### config.mk
export PLATFORM = sky130hd
export DESIGN_NAME = byte_histogram_anagram_check
export DESIGN_NICKNAME = d
export VERILOG_FILES = /design/src/rtl/bha_pkg.sv /design/src/rtl/byte_histogram_anagram_check.sv /design/src/rtl/bha_ram.sv /design/src/rtl/bha_tally.sv
export SDC_FILE = /design/constraint.sdc
export NUM_CORES = 2
export LEC_CHECK = 0
export BUFFER_PORTS_ARGS = -buffer_cell sky130_fd_sc_hd__buf_2
export CAP_MARGIN = 20
export CORE_ASPECT_RATIO = 1.25
export CORE_MARGIN = 1.5
export CORE_UTILIZATION = 55
export CTS_BUF_LIST = sky130_fd_sc_hd__clkbuf_4 sky130_fd_sc_hd__clkbuf_8 sky130_fd_sc_hd__clkbuf_16
export CTS_CLUSTER_DIAMETER = 150
export DETAILED_ROUTE_END_ITERATION = 16
export PLACE_DENSITY = 0.82
export SLEW_MARGIN = 20
export SYNTH_ARGS = -nofsm -noshare
export SYNTH_HDL_FRONTEND = slang
export SYNTH_HIERARCHICAL = 1
export SYNTH_SLANG_ARGS = --single-unit
### constraint.sdc
create_clock -name clk -period 26.4 [get_ports clk]
set_input_delay 7.92 -clock clk [delete_from_list [all_inputs] [get_ports clk]]
set_output_delay 7.92 -clock clk [all_outputs]
set_load 0.1 [all_outputs]
### src/rtl/bha_pkg.sv
`default_nettype none

package bha_pkg;

  localparam int MAX_LEN  = 255;
  localparam int ALPHABET = 256;
  localparam int SLOT_W   = $clog2(ALPHABET);
  localparam int COUNT_W  = 8;
  localparam int LEN_W    = $clog2(MAX_LEN + 2);

  localparam logic [LEN_W-1:0]   LEN_CAP   = LEN_W'(MAX_LEN + 1);
  localparam logic [LEN_W-1:0]   LEN_LIMIT = LEN_W'(MAX_LEN);
  localparam logic [COUNT_W-1:0] COUNT_MAX = {COUNT_W{1'b1}};

  localparam logic [7:0] UPPER_A  = 8'h41;
  localparam logic [7:0] UPPER_Z  = 8'h5A;
  localparam logic [7:0] FOLD_OFS = 8'h20;

  typedef enum logic {
    KIND_FIRST  = 1'b0,
    KIND_SECOND = 1'b1
  } kind_t;

  typedef struct packed {
    logic              valid;
    kind_t             kind;
    logic [SLOT_W-1:0] slot;
  } tally_op_t;

  typedef struct packed {
    logic empty;
    logic full;
  } tally_stat_t;

endpackage

`default_nettype wire

### src/rtl/byte_histogram_anagram_check.sv
`default_nettype none

// Anagram check over two byte words. Send the bytes of the first word with kind low, then
// the bytes of the second word with kind high, and mark the final byte of the second word
// with last; one result beat follows, and all counts are then cleared for the next pair.
// The block takes one byte per cycle: each byte makes one read-modify-write of its count in
// a 256-entry counter memory, with a bypass between back-to-back bytes of the same value.
// The last byte is registered before the result beat is. While a result beat is
// stalled, the last byte of the following pair is held back. With case_sensitive low,
// ASCII upper-case letters count as lower case. Write case_sensitive only while idle.
module byte_histogram_anagram_check (
  input  wire logic       clk,
  input  wire logic       rst,
  input  wire logic       cfg_wr_en,
  input  wire logic       cfg_wr_data,
  input  wire logic       in_valid,
  output logic            in_stall,
  input  wire logic       kind,
  input  wire logic [7:0] char_code,
  input  wire logic       last,
  output logic            out_valid,
  input  wire logic       out_stall,
  output logic            is_anagram,
  output logic            too_long
);

  logic                           case_sensitive;
  logic [7:0]                     code_fold;
  logic                           accept;
  logic                           adv;
  logic                           result;
  logic                           s1_last;
  bha_pkg::tally_op_t             op;
  bha_pkg::tally_stat_t           stat;
  logic [bha_pkg::LEN_W-1:0]      first_length;
  logic [bha_pkg::LEN_W-1:0]      second_length;
  logic [bha_pkg::LEN_W-1:0]      first_length_next;
  logic [bha_pkg::LEN_W-1:0]      second_length_next;
  logic                           mismatch_seen;
  logic                           overflow_seen;
  logic                           mismatch_next;
  logic                           overflow_next;

  always_comb begin
    code_fold = char_code;
    if (!case_sensitive && char_code >= bha_pkg::UPPER_A && char_code <= bha_pkg::UPPER_Z) begin
      code_fold = char_code + bha_pkg::FOLD_OFS;
    end
  end

  assign adv      = !(op.valid && op.kind == bha_pkg::KIND_SECOND && s1_last &&
                      out_valid && out_stall);
  assign in_stall = !adv;
  assign accept   = in_valid && adv;
  assign result   = op.valid && adv && op.kind == bha_pkg::KIND_SECOND && s1_last;

  bha_tally u_tally (
    .clk    (clk),
    .rst    (rst),
    .rd_en  (accept),
    .rd_slot(code_fold[bha_pkg::SLOT_W-1:0]),
    .op     (op),
    .adv    (adv),
    .clear  (result),
    .stat   (stat)
  );

  always_comb begin
    first_length_next  = first_length;
    second_length_next = second_length;
    mismatch_next      = mismatch_seen;
    overflow_next      = overflow_seen;
    if (op.kind == bha_pkg::KIND_FIRST) begin
      if (first_length < bha_pkg::LEN_CAP) begin
        first_length_next = first_length + 1'b1;
      end
      if (first_length_next > bha_pkg::LEN_LIMIT || stat.full) begin
        overflow_next = 1'b1;
      end
    end else begin
      if (second_length < bha_pkg::LEN_CAP) begin
        second_length_next = second_length + 1'b1;
      end
      if (second_length_next > bha_pkg::LEN_LIMIT) begin
        overflow_next = 1'b1;
      end
      if (stat.empty) begin
        mismatch_next = 1'b1;
      end
    end
  end

  always_ff @(posedge clk) begin
    if (rst) begin
      case_sensitive <= 1'b1;
      op.valid       <= 1'b0;
      out_valid      <= 1'b0;
      first_length   <= '0;
      second_length  <= '0;
      mismatch_seen  <= 1'b0;
      overflow_seen  <= 1'b0;
    end else begin
      if (cfg_wr_en) begin
        case_sensitive <= cfg_wr_data;
      end
      if (adv) begin
        op.valid <= accept;
      end
      if (result) begin
        out_valid <= 1'b1;
      end else if (!out_stall) begin
        out_valid <= 1'b0;
      end
      if (result) begin
        first_length  <= '0;
        second_length <= '0;
        mismatch_seen <= 1'b0;
        overflow_seen <= 1'b0;
      end else if (op.valid && adv) begin
        first_length  <= first_length_next;
        second_length <= second_length_next;
        mismatch_seen <= mismatch_next;
        overflow_seen <= overflow_next;
      end
    end
    if (accept) begin
      op.kind <= bha_pkg::kind_t'(kind);
      op.slot <= code_fold[bha_pkg::SLOT_W-1:0];
      s1_last <= last;
    end
    if (result) begin
      is_anagram <= !mismatch_next && !overflow_next &&
                    (first_length_next == second_length_next);
      too_long   <= overflow_next;
    end
  end

endmodule

`default_nettype wire

### src/rtl/bha_ram.sv
`default_nettype none

module bha_ram #(
  parameter int WIDTH = 8,
  parameter int DEPTH = 256
) (
  input  wire logic                     clk,
  input  wire logic                     we,
  input  wire logic [$clog2(DEPTH)-1:0] waddr,
  input  wire logic [WIDTH-1:0]         wdata,
  input  wire logic                     re,
  input  wire logic [$clog2(DEPTH)-1:0] raddr,
  output logic      [WIDTH-1:0]         rdata
);

  logic [WIDTH-1:0] mem [DEPTH];

  always_ff @(posedge clk) begin
    if (we) begin
      mem[waddr] <= wdata;
    end
    if (re) begin
      rdata <= mem[raddr];
    end
  end

endmodule

`default_nettype wire

### src/rtl/bha_tally.sv
`default_nettype none

module bha_tally (
  input  wire logic                      clk,
  input  wire logic                      rst,
  input  wire logic                      rd_en,
  input  wire logic [bha_pkg::SLOT_W-1:0] rd_slot,
  input  wire bha_pkg::tally_op_t        op,
  input  wire logic                      adv,
  input  wire logic                      clear,
  output bha_pkg::tally_stat_t           stat
);

  logic [bha_pkg::COUNT_W-1:0]  rdata;
  logic [bha_pkg::COUNT_W-1:0]  cur;
  logic [bha_pkg::COUNT_W-1:0]  wdata;
  logic [bha_pkg::COUNT_W-1:0]  fwd_data;
  logic                         fwd_hit;
  logic [bha_pkg::ALPHABET-1:0] vld;
  logic                         wr_en;

  bha_ram #(
    .WIDTH(bha_pkg::COUNT_W),
    .DEPTH(bha_pkg::ALPHABET)
  ) u_ram (
    .clk  (clk),
    .we   (wr_en),
    .waddr(op.slot),
    .wdata(wdata),
    .re   (rd_en),
    .raddr(rd_slot),
    .rdata(rdata)
  );

  // A count that was written in the same cycle as its read comes from the bypass.
  always_comb begin
    if (fwd_hit) begin
      cur = fwd_data;
    end else if (vld[op.slot]) begin
      cur = rdata;
    end else begin
      cur = '0;
    end
    stat.empty = (cur == '0);
    stat.full  = (cur == bha_pkg::COUNT_MAX);
    if (op.kind == bha_pkg::KIND_FIRST) begin
      wdata = stat.full ? cur : cur + 1'b1;
    end else begin
      wdata = stat.empty ? cur : cur - 1'b1;
    end
    wr_en = op.valid && adv;
  end

  always_ff @(posedge clk) begin
    if (rst) begin
      vld     <= '0;
      fwd_hit <= 1'b0;
    end else begin
      if (wr_en && clear) begin
        vld <= '0;
      end else if (wr_en) begin
        vld[op.slot] <= 1'b1;
      end
      if (rd_en) begin
        fwd_hit <= wr_en && !clear && (op.slot == rd_slot);
      end
    end
    if (rd_en) begin
      fwd_data <= wdata;
    end
  end

endmodule

`default_nettype wire

# Yosys cells after proc, flatten, opt, wreduce, memory -nomap -nowiden
# Memories as Yosys holds them, arrays and structs flattened. A register that Yosys moved wholly into a read port is not among the register bits.
# Index checks and enable logic that the tools add are counted.
classes:
  add_sub_neg: 5
  n_eq_ne: 4
  n_lt_le_gt_ge: 8
  reduce_logical: 25
  shifts: 0
  bitwise: 1
  muxes: 25
  div_mod_pow: 0
  mul: 0
ops:
  columns: ["op", "n"]
  rows:
  - ["OR 256 bit", 1]
  - ["2-to-1 mux 9 bit", 6]
  - ["2-to-1 mux 8 bit", 6]
  - ["adder 9 x 1 -> 9 bit, second input constant", 2]
  - ["greater-than comparator 9 x 8 -> 1 bit, second input constant", 2]
  - ["less-than comparator 9 bit, second input constant", 2]
  - ["logical AND 1 bit", 16]
  - ["2-to-1 mux 1 bit", 11]
  - ["equality test 9 bit", 1]
  - ["less-than comparator 8 x 9 -> 1 bit, second input constant", 1]
  - ["adder 8 x 1 -> 8 bit, second input constant", 1]
  - ["adder 8 x 6 -> 8 bit, second input constant", 1]
  - ["binary-select mux 1 bit (select 8 bit)", 1]
  - ["demux 1 bit (select 8 bit)", 1]
  - ["equality test 8 bit", 1]
  - ["equality test 8 bit, second input constant", 1]
  - ["greater-or-equal comparator 8 x 1 -> 1 bit, second input constant", 1]
  - ["greater-or-equal comparator 8 x 7 -> 1 bit, second input constant", 1]
  - ["<= comparator 8 x 7 -> 1 bit, second input constant", 1]
  - ["logical NOT 8 bit", 1]
  - ["subtractor 8 x 1 -> 8 bit, second input constant", 1]
  - ["logical NOT 1 bit", 5]
  - ["OR reduction 2 bit", 2]
  - ["!= test 2 x 1 -> 1 bit, second input constant", 1]
  - ["logical OR 1 bit", 1]
totals:
  wordCells: 84
  latch_bits: 0
  mem_bits_ro: 0
  reg_bits: 300
  inputBits: 16
  output_inout_bits: 4
  mem_count: 1
  ramBits: 2048
memory_table:
  columns: ["name", "depth", "width", "rd", "rd_clocked_by_memory_dff", "wr", "line_no", "source"]
  rows:
  - ["u_tally.u_ram.mem", 256, 8, 1, 1, 1, "bha_ram.sv:16", "logic [WIDTH-1:0] mem [DEPTH];"]

# Depth between registers and ports, before layout
logic_depth:
  word_depth: 11
  ltp_mapped: 22
  ltp_nobuf: 17

# Modules after synthesis
# The synthesis kept the hierarchy.
by_module_without_submodules:
  columns: ["mod", "area_per_inst_um2", "cells_each", "seq_area_each_um2", "n_inst"]
  rows:
  - ["bha_ram", 79636.4, 3733, 61739.2, 1]
  - ["bha_tally", 11457.2, 1274, 5385.2, 1]
  - ["byte_histogram_anagram_check", 1799.2, 189, 820.8, 1]

# Worst setup path before layout
# OpenSTA, ideal clock, no wires.
synth_path:
  kind: "register -> register"
  start: "reg op[1] (netlist name)"
  end: "reg u_tally/fwd_data[7] (netlist bit) (data pin)"
  required_ps: 23021
  slack_ps: 3825
  path_buffers: 5
  t_arrival_ps: 19196
  synth_period_minus_slack_ps: 22575
  stages_incl_launch_ff: 21
  setup_ps: 3379
  path_cell_list: "edfxtp_1 buf_6 buf_6 buf_6 buf_6 mux2i_1 a22oi_1 a21oi_1 nor3_2 a21oi_4 a31oi_2 or2_1 buf_6 a22o_4 inv_1 ha_1 inv_1 a2111oi_4 o2111ai_2 inv_1 o311ai_0"
synth_rtl:
  columns: ["item", "line_no", "source"]
  rows:
  - ["to (signal assigned)", "bha_tally.sv:69", "fwd_data <= wdata;"]
  - ["to (decl)", "bha_tally.sv:17", "logic [bha_pkg::COUNT_W-1:0] fwd_data;"]

# Worst setup path after layout
layout_path:
  start: "in out_stall"
  end: "out in_stall"
layout_between:
  elab_chain_cells: 1
layout_lines:
  columns: ["item", "line_no", "source"]
  rows:
  - ["from (decl)", "byte_histogram_anagram_check.sv:22", "input wire logic out_stall,"]
  - ["logical AND 1 bit", "byte_histogram_anagram_check.sv:52", "out_valid && out_stall);"]
  - ["to (decl)", "byte_histogram_anagram_check.sv:17", "output logic in_stall,"]
# Every way passes these cells.

==> impl_metrics.tcl <==
set metrics [dict create \
    holdBufCountCts 0 \
    clk_latency_ns 0.87 \
    die_width_um 371 \
    regArea_um2 67900 \
    end_kind "primary output" \
    synth_compound_area_share_pct 5.49 \
    finish.utilization_pct 60.7 \
    cts_sinks 2356 \
    layout-drive-gt1-share_pct 19.0 \
    worst-path-buf-inv 2 \
    relSlewSlack_pct 18.2 \
    synth-adder-area-share_pct 0.0808 \
    fp.dieH_um 462 \
    drv_slew 0 \
    p_leak_nw 32.1 \
    grt_max_degree 245 \
    syn_avg_cell_area_um2 17.9 \
    wl_per_cell_um 30.9 \
    dieArea_um2 171000 \
    max_freq_ghz 0.0596 \
    synthesis.area_um2 92900 \
    grt_use_total_pct 27.2 \
    path_max_fanout 4 \
    hold_viol_final 0 \
    worst_pin_slew_ns 1.23 \
    synth-xor-area-share_pct 0.330 \
    drtIter0Drc 7451 \
    path_common_cell "buf_2" \
    clk_path_buf_depth 3 \
    gp_congestion 0.883 \
    critPathSlowestCell "buf_2" \
    start_util_pct 55.4 \
    critical_path_class "in2out" \
    drt_wl_total_mm 234 \
    max-cap-violations 0 \
    multi_input_area_um2 23200 \
    root_buffer "clkbuf_16" \
    preCtsSetupSlack_ns 9.63 \
    path_clk_slew_ns 0.06 \
    synth_cell_types 97 \
    rows 168 \
    drt_first_pass_iters 9 \
    vdd_ir_drop_max_mv 0.0636 \
    yosysTopAreaCellShare_pct 67.1 \
    arrival_ns 8.85 \
    tns_ns 0 \
    skew_ns 0.0489 \
    netlist_top_cells_area "edfxtp_1 67%, mux4_2 11%, dfxtp_1 6.0%, nor2_1 2.4%, mux2i_1 2.4%" \
    htree_levels 4 \
    crit_path_start_kind "input pin" \
    synth_top_family_by_area "multiplexers" \
    fin_crit_ns 16.77 \
    synthSimpleGateAreaFrac_pct 4.58 \
    syn_nets 5218 \
    io_buffers 19 \
    rsz0062_at_grt "false" \
    async_reset_ff_share_pct 0 \
    yosysTopAreaCell "edfxtp_1" \
    cts_made_buffers 201 \
    setup_viol 0 \
    num-fill-cells 11000 \
    antenna_left 0 \
    cts_resized 0 \
    path_cells "buf_2 > nand2_1 > nor2_1 > buf_2" \
    core-area_um2 168000 \
    whs_ns 0.460 \
    finalCritPeriodShare_pct 63.5 \
    ys_seq_area_share_pct 73.1 \
    ys_ff_latch 2356 \
    via_count 51700 \
    layout.nets 5213 \
    critPathRequiredTime_ns 18.48 \
    synth_enable_flop_cells 2076 \
    grt_overflow 0 \
    drc 0 \
    cpPeakStageDelay_ns 0.48 \
    grt_pass1_vias 51400 \
    ys.flop_type "edfxtp_1" \
    path_delay_family "buffers and inverters" \
    synthMuxAreaShare_pct 14.2 \
    run_status "finished, final reports clean" \
    pin_count 20 \
    routed_via_density 6.83 \
    netlist_instances 5196 \
    dpl.hpwl_mm 132 \
    postCtsSetupBuffers 0 \
    area_delta_synth_final_pct 9.55 \
    cts_tree "built" \
    p_per_area_nw_per_um2 77.3 \
    fin_ws_ns 9.63 \
    antenna_found_initial 4 \
    grt_pass1_wl_mm 342 \
    yosys_warnings 6 \
    min_path_type "reg2reg" \
]
-- cells in the mapped netlist (16+ instances only) --
library cell,instances
o22ai_1,33
nor2_1,600
buf_4,30
nand2_1,72
nand4_1,16
xnor2_1,16
xor2_1,19
buf_1,23
nand3_1,57
o221ai_1,50
mux2i_1,221
dfxtp_1,280
edfxtp_1,2076
buf_2,39
mux4_2,470
clkbuf_1,189
nor3_1,49
a211oi_1,19
nand2b_1,23
a22oi_1,168
o21ai_0,27
buf_6,30
a21oi_1,377
nor2b_1,40
nor4_1,30
-- metrics by stage --
step                instance area [µm²]  power (mW)  cells
CTS                              102000        7.87   7571
global placement                  94900        4.87   7195
floorplan                         92900        4.78   5196
detailed placement                94900        4.89   7196
finish                           102000        7.87   7578
global route                     102000        8.03   7573
-- where the power goes --
group | switching, mW | total [mW] | leakage [nW] | internal, mW
Clock | 1.34 | 3.03 | 3.36 | 1.69
Combinational | 0.445 | 0.580 | 7.76 | 0.134
Sequential | 0.0105 | 4.26 | 21.0 | 4.25
-- layout by cell type, fill, tap and decap left out, types with 13 or more instances in the layout --
cell type  netlist  layout
clkbuf_16        0     204
nor2_2           1      13
mux4_1          14      14
o21ai_0         27      26
buf_4           30      99
nor2b_1         40      34
a21oi_1        377     377
bufinv_16        0      22
nand2_1         72      72
nand2b_1        23      23
o221ai_1        50      50
inv_1           13      14
xnor2_1         16      16
nor3_1          49      39
xor2_1          19      19
nand4_1         16      16
and2_1          13      13
clkinv_2         0      46
dfxtp_1        280     280
a211oi_1        19      19
clkbuf_4         0      25
edfxtp_1      2076    2076
buf_2           39      16
o22ai_1         33      31
nand3_1         57      57
nor2_1         600     587
mux2i_1        221     221
mux4_2         470     470
clkinv_1         2      42
nor4_1          30      25
a221oi_1        14      14
a22oi_1        168     167
-- kinds of logic after synthesis --
logic type / Yosys count
XOR/XNOR: 35
flip-flops: 2356
adder cells (fa/ha/maj): 6
AO/OA/AOI/OAI: 784
multiplexers: 710
buffers and inverters: 349
AND/OR/NAND/NOR: 956
-- per-layer routing --
metal  track usage [%]  vias to the layer above  part of all wire (%)  wire length [µm]
li1                  -                    20800                     -                 -
met4              15.6                        6                   6.6             15400
met1              33.7                    26100                    33             78100
met3              6.01                      873                    11             25500
met5                 0                        -                 0.017                39
met2              44.2                     3904                    49            115000
-- sequential cells by signal (all words and copies together), names as in the netlist --
name and flops:
u_tally/u_ram/mem 2048, u_tally/vld 256, op 10, first_length 9, second_length 9, u_tally/fwd_data 8, u_tally/u_ram/rdata 8, case_sensitive 1
is_anagram 1, mismatch_seen 1, out_valid 1, overflow_seen 1, s1_last 1, too_long 1, u_tally/fwd_hit 1
-- worst paths after layout --
kind / slack, ns / depth (start not counted) / to / start
worst max-delay path: 9.63 / 4 / in_stall / out_stall
worst min-delay path: 0.46 / 2 / u_tally/vld[106]$_SDFFE_PP0P_ / u_tally/vld[106]$_SDFFE_PP0P_
worst max register to register: 17.55 / 19 / u_tally/u_ram/mem[123][3]$_DFFE_PP_ / op[1]$_DFFE_PP_
worst min register to register: 0.46 / 2 / u_tally/vld[106]$_SDFFE_PP0P_ / u_tally/vld[106]$_SDFFE_PP0P_
-- layout make-up --
class | instances | area share, %
clock buffer | 237 | 5.31
antenna | 5 | 0.0123
multi-input combinational | 2491 | 22.8
tap | 2210 | 2.72
timing repair buffer | 126 | 0.997
clock inverter | 138 | 1.34
sequential | 2356 | 66.8
inverter | 15 | 0.0553
-- worst reg2reg max path: cells and delay by family, from the launching register on --
kind | cells | cell delay [ns]
adder cells (fa/ha/maj) | 1 | 0.22
buffers and inverters | 6 | 3.65
multiplexers | 1 | 0.20
flip-flops | 1 | 0.67
AND/OR/NAND/NOR | 4 | 1.73
AO/OA/AOI/OAI | 7 | 1.83
Power figures use the tool's default switching activity.
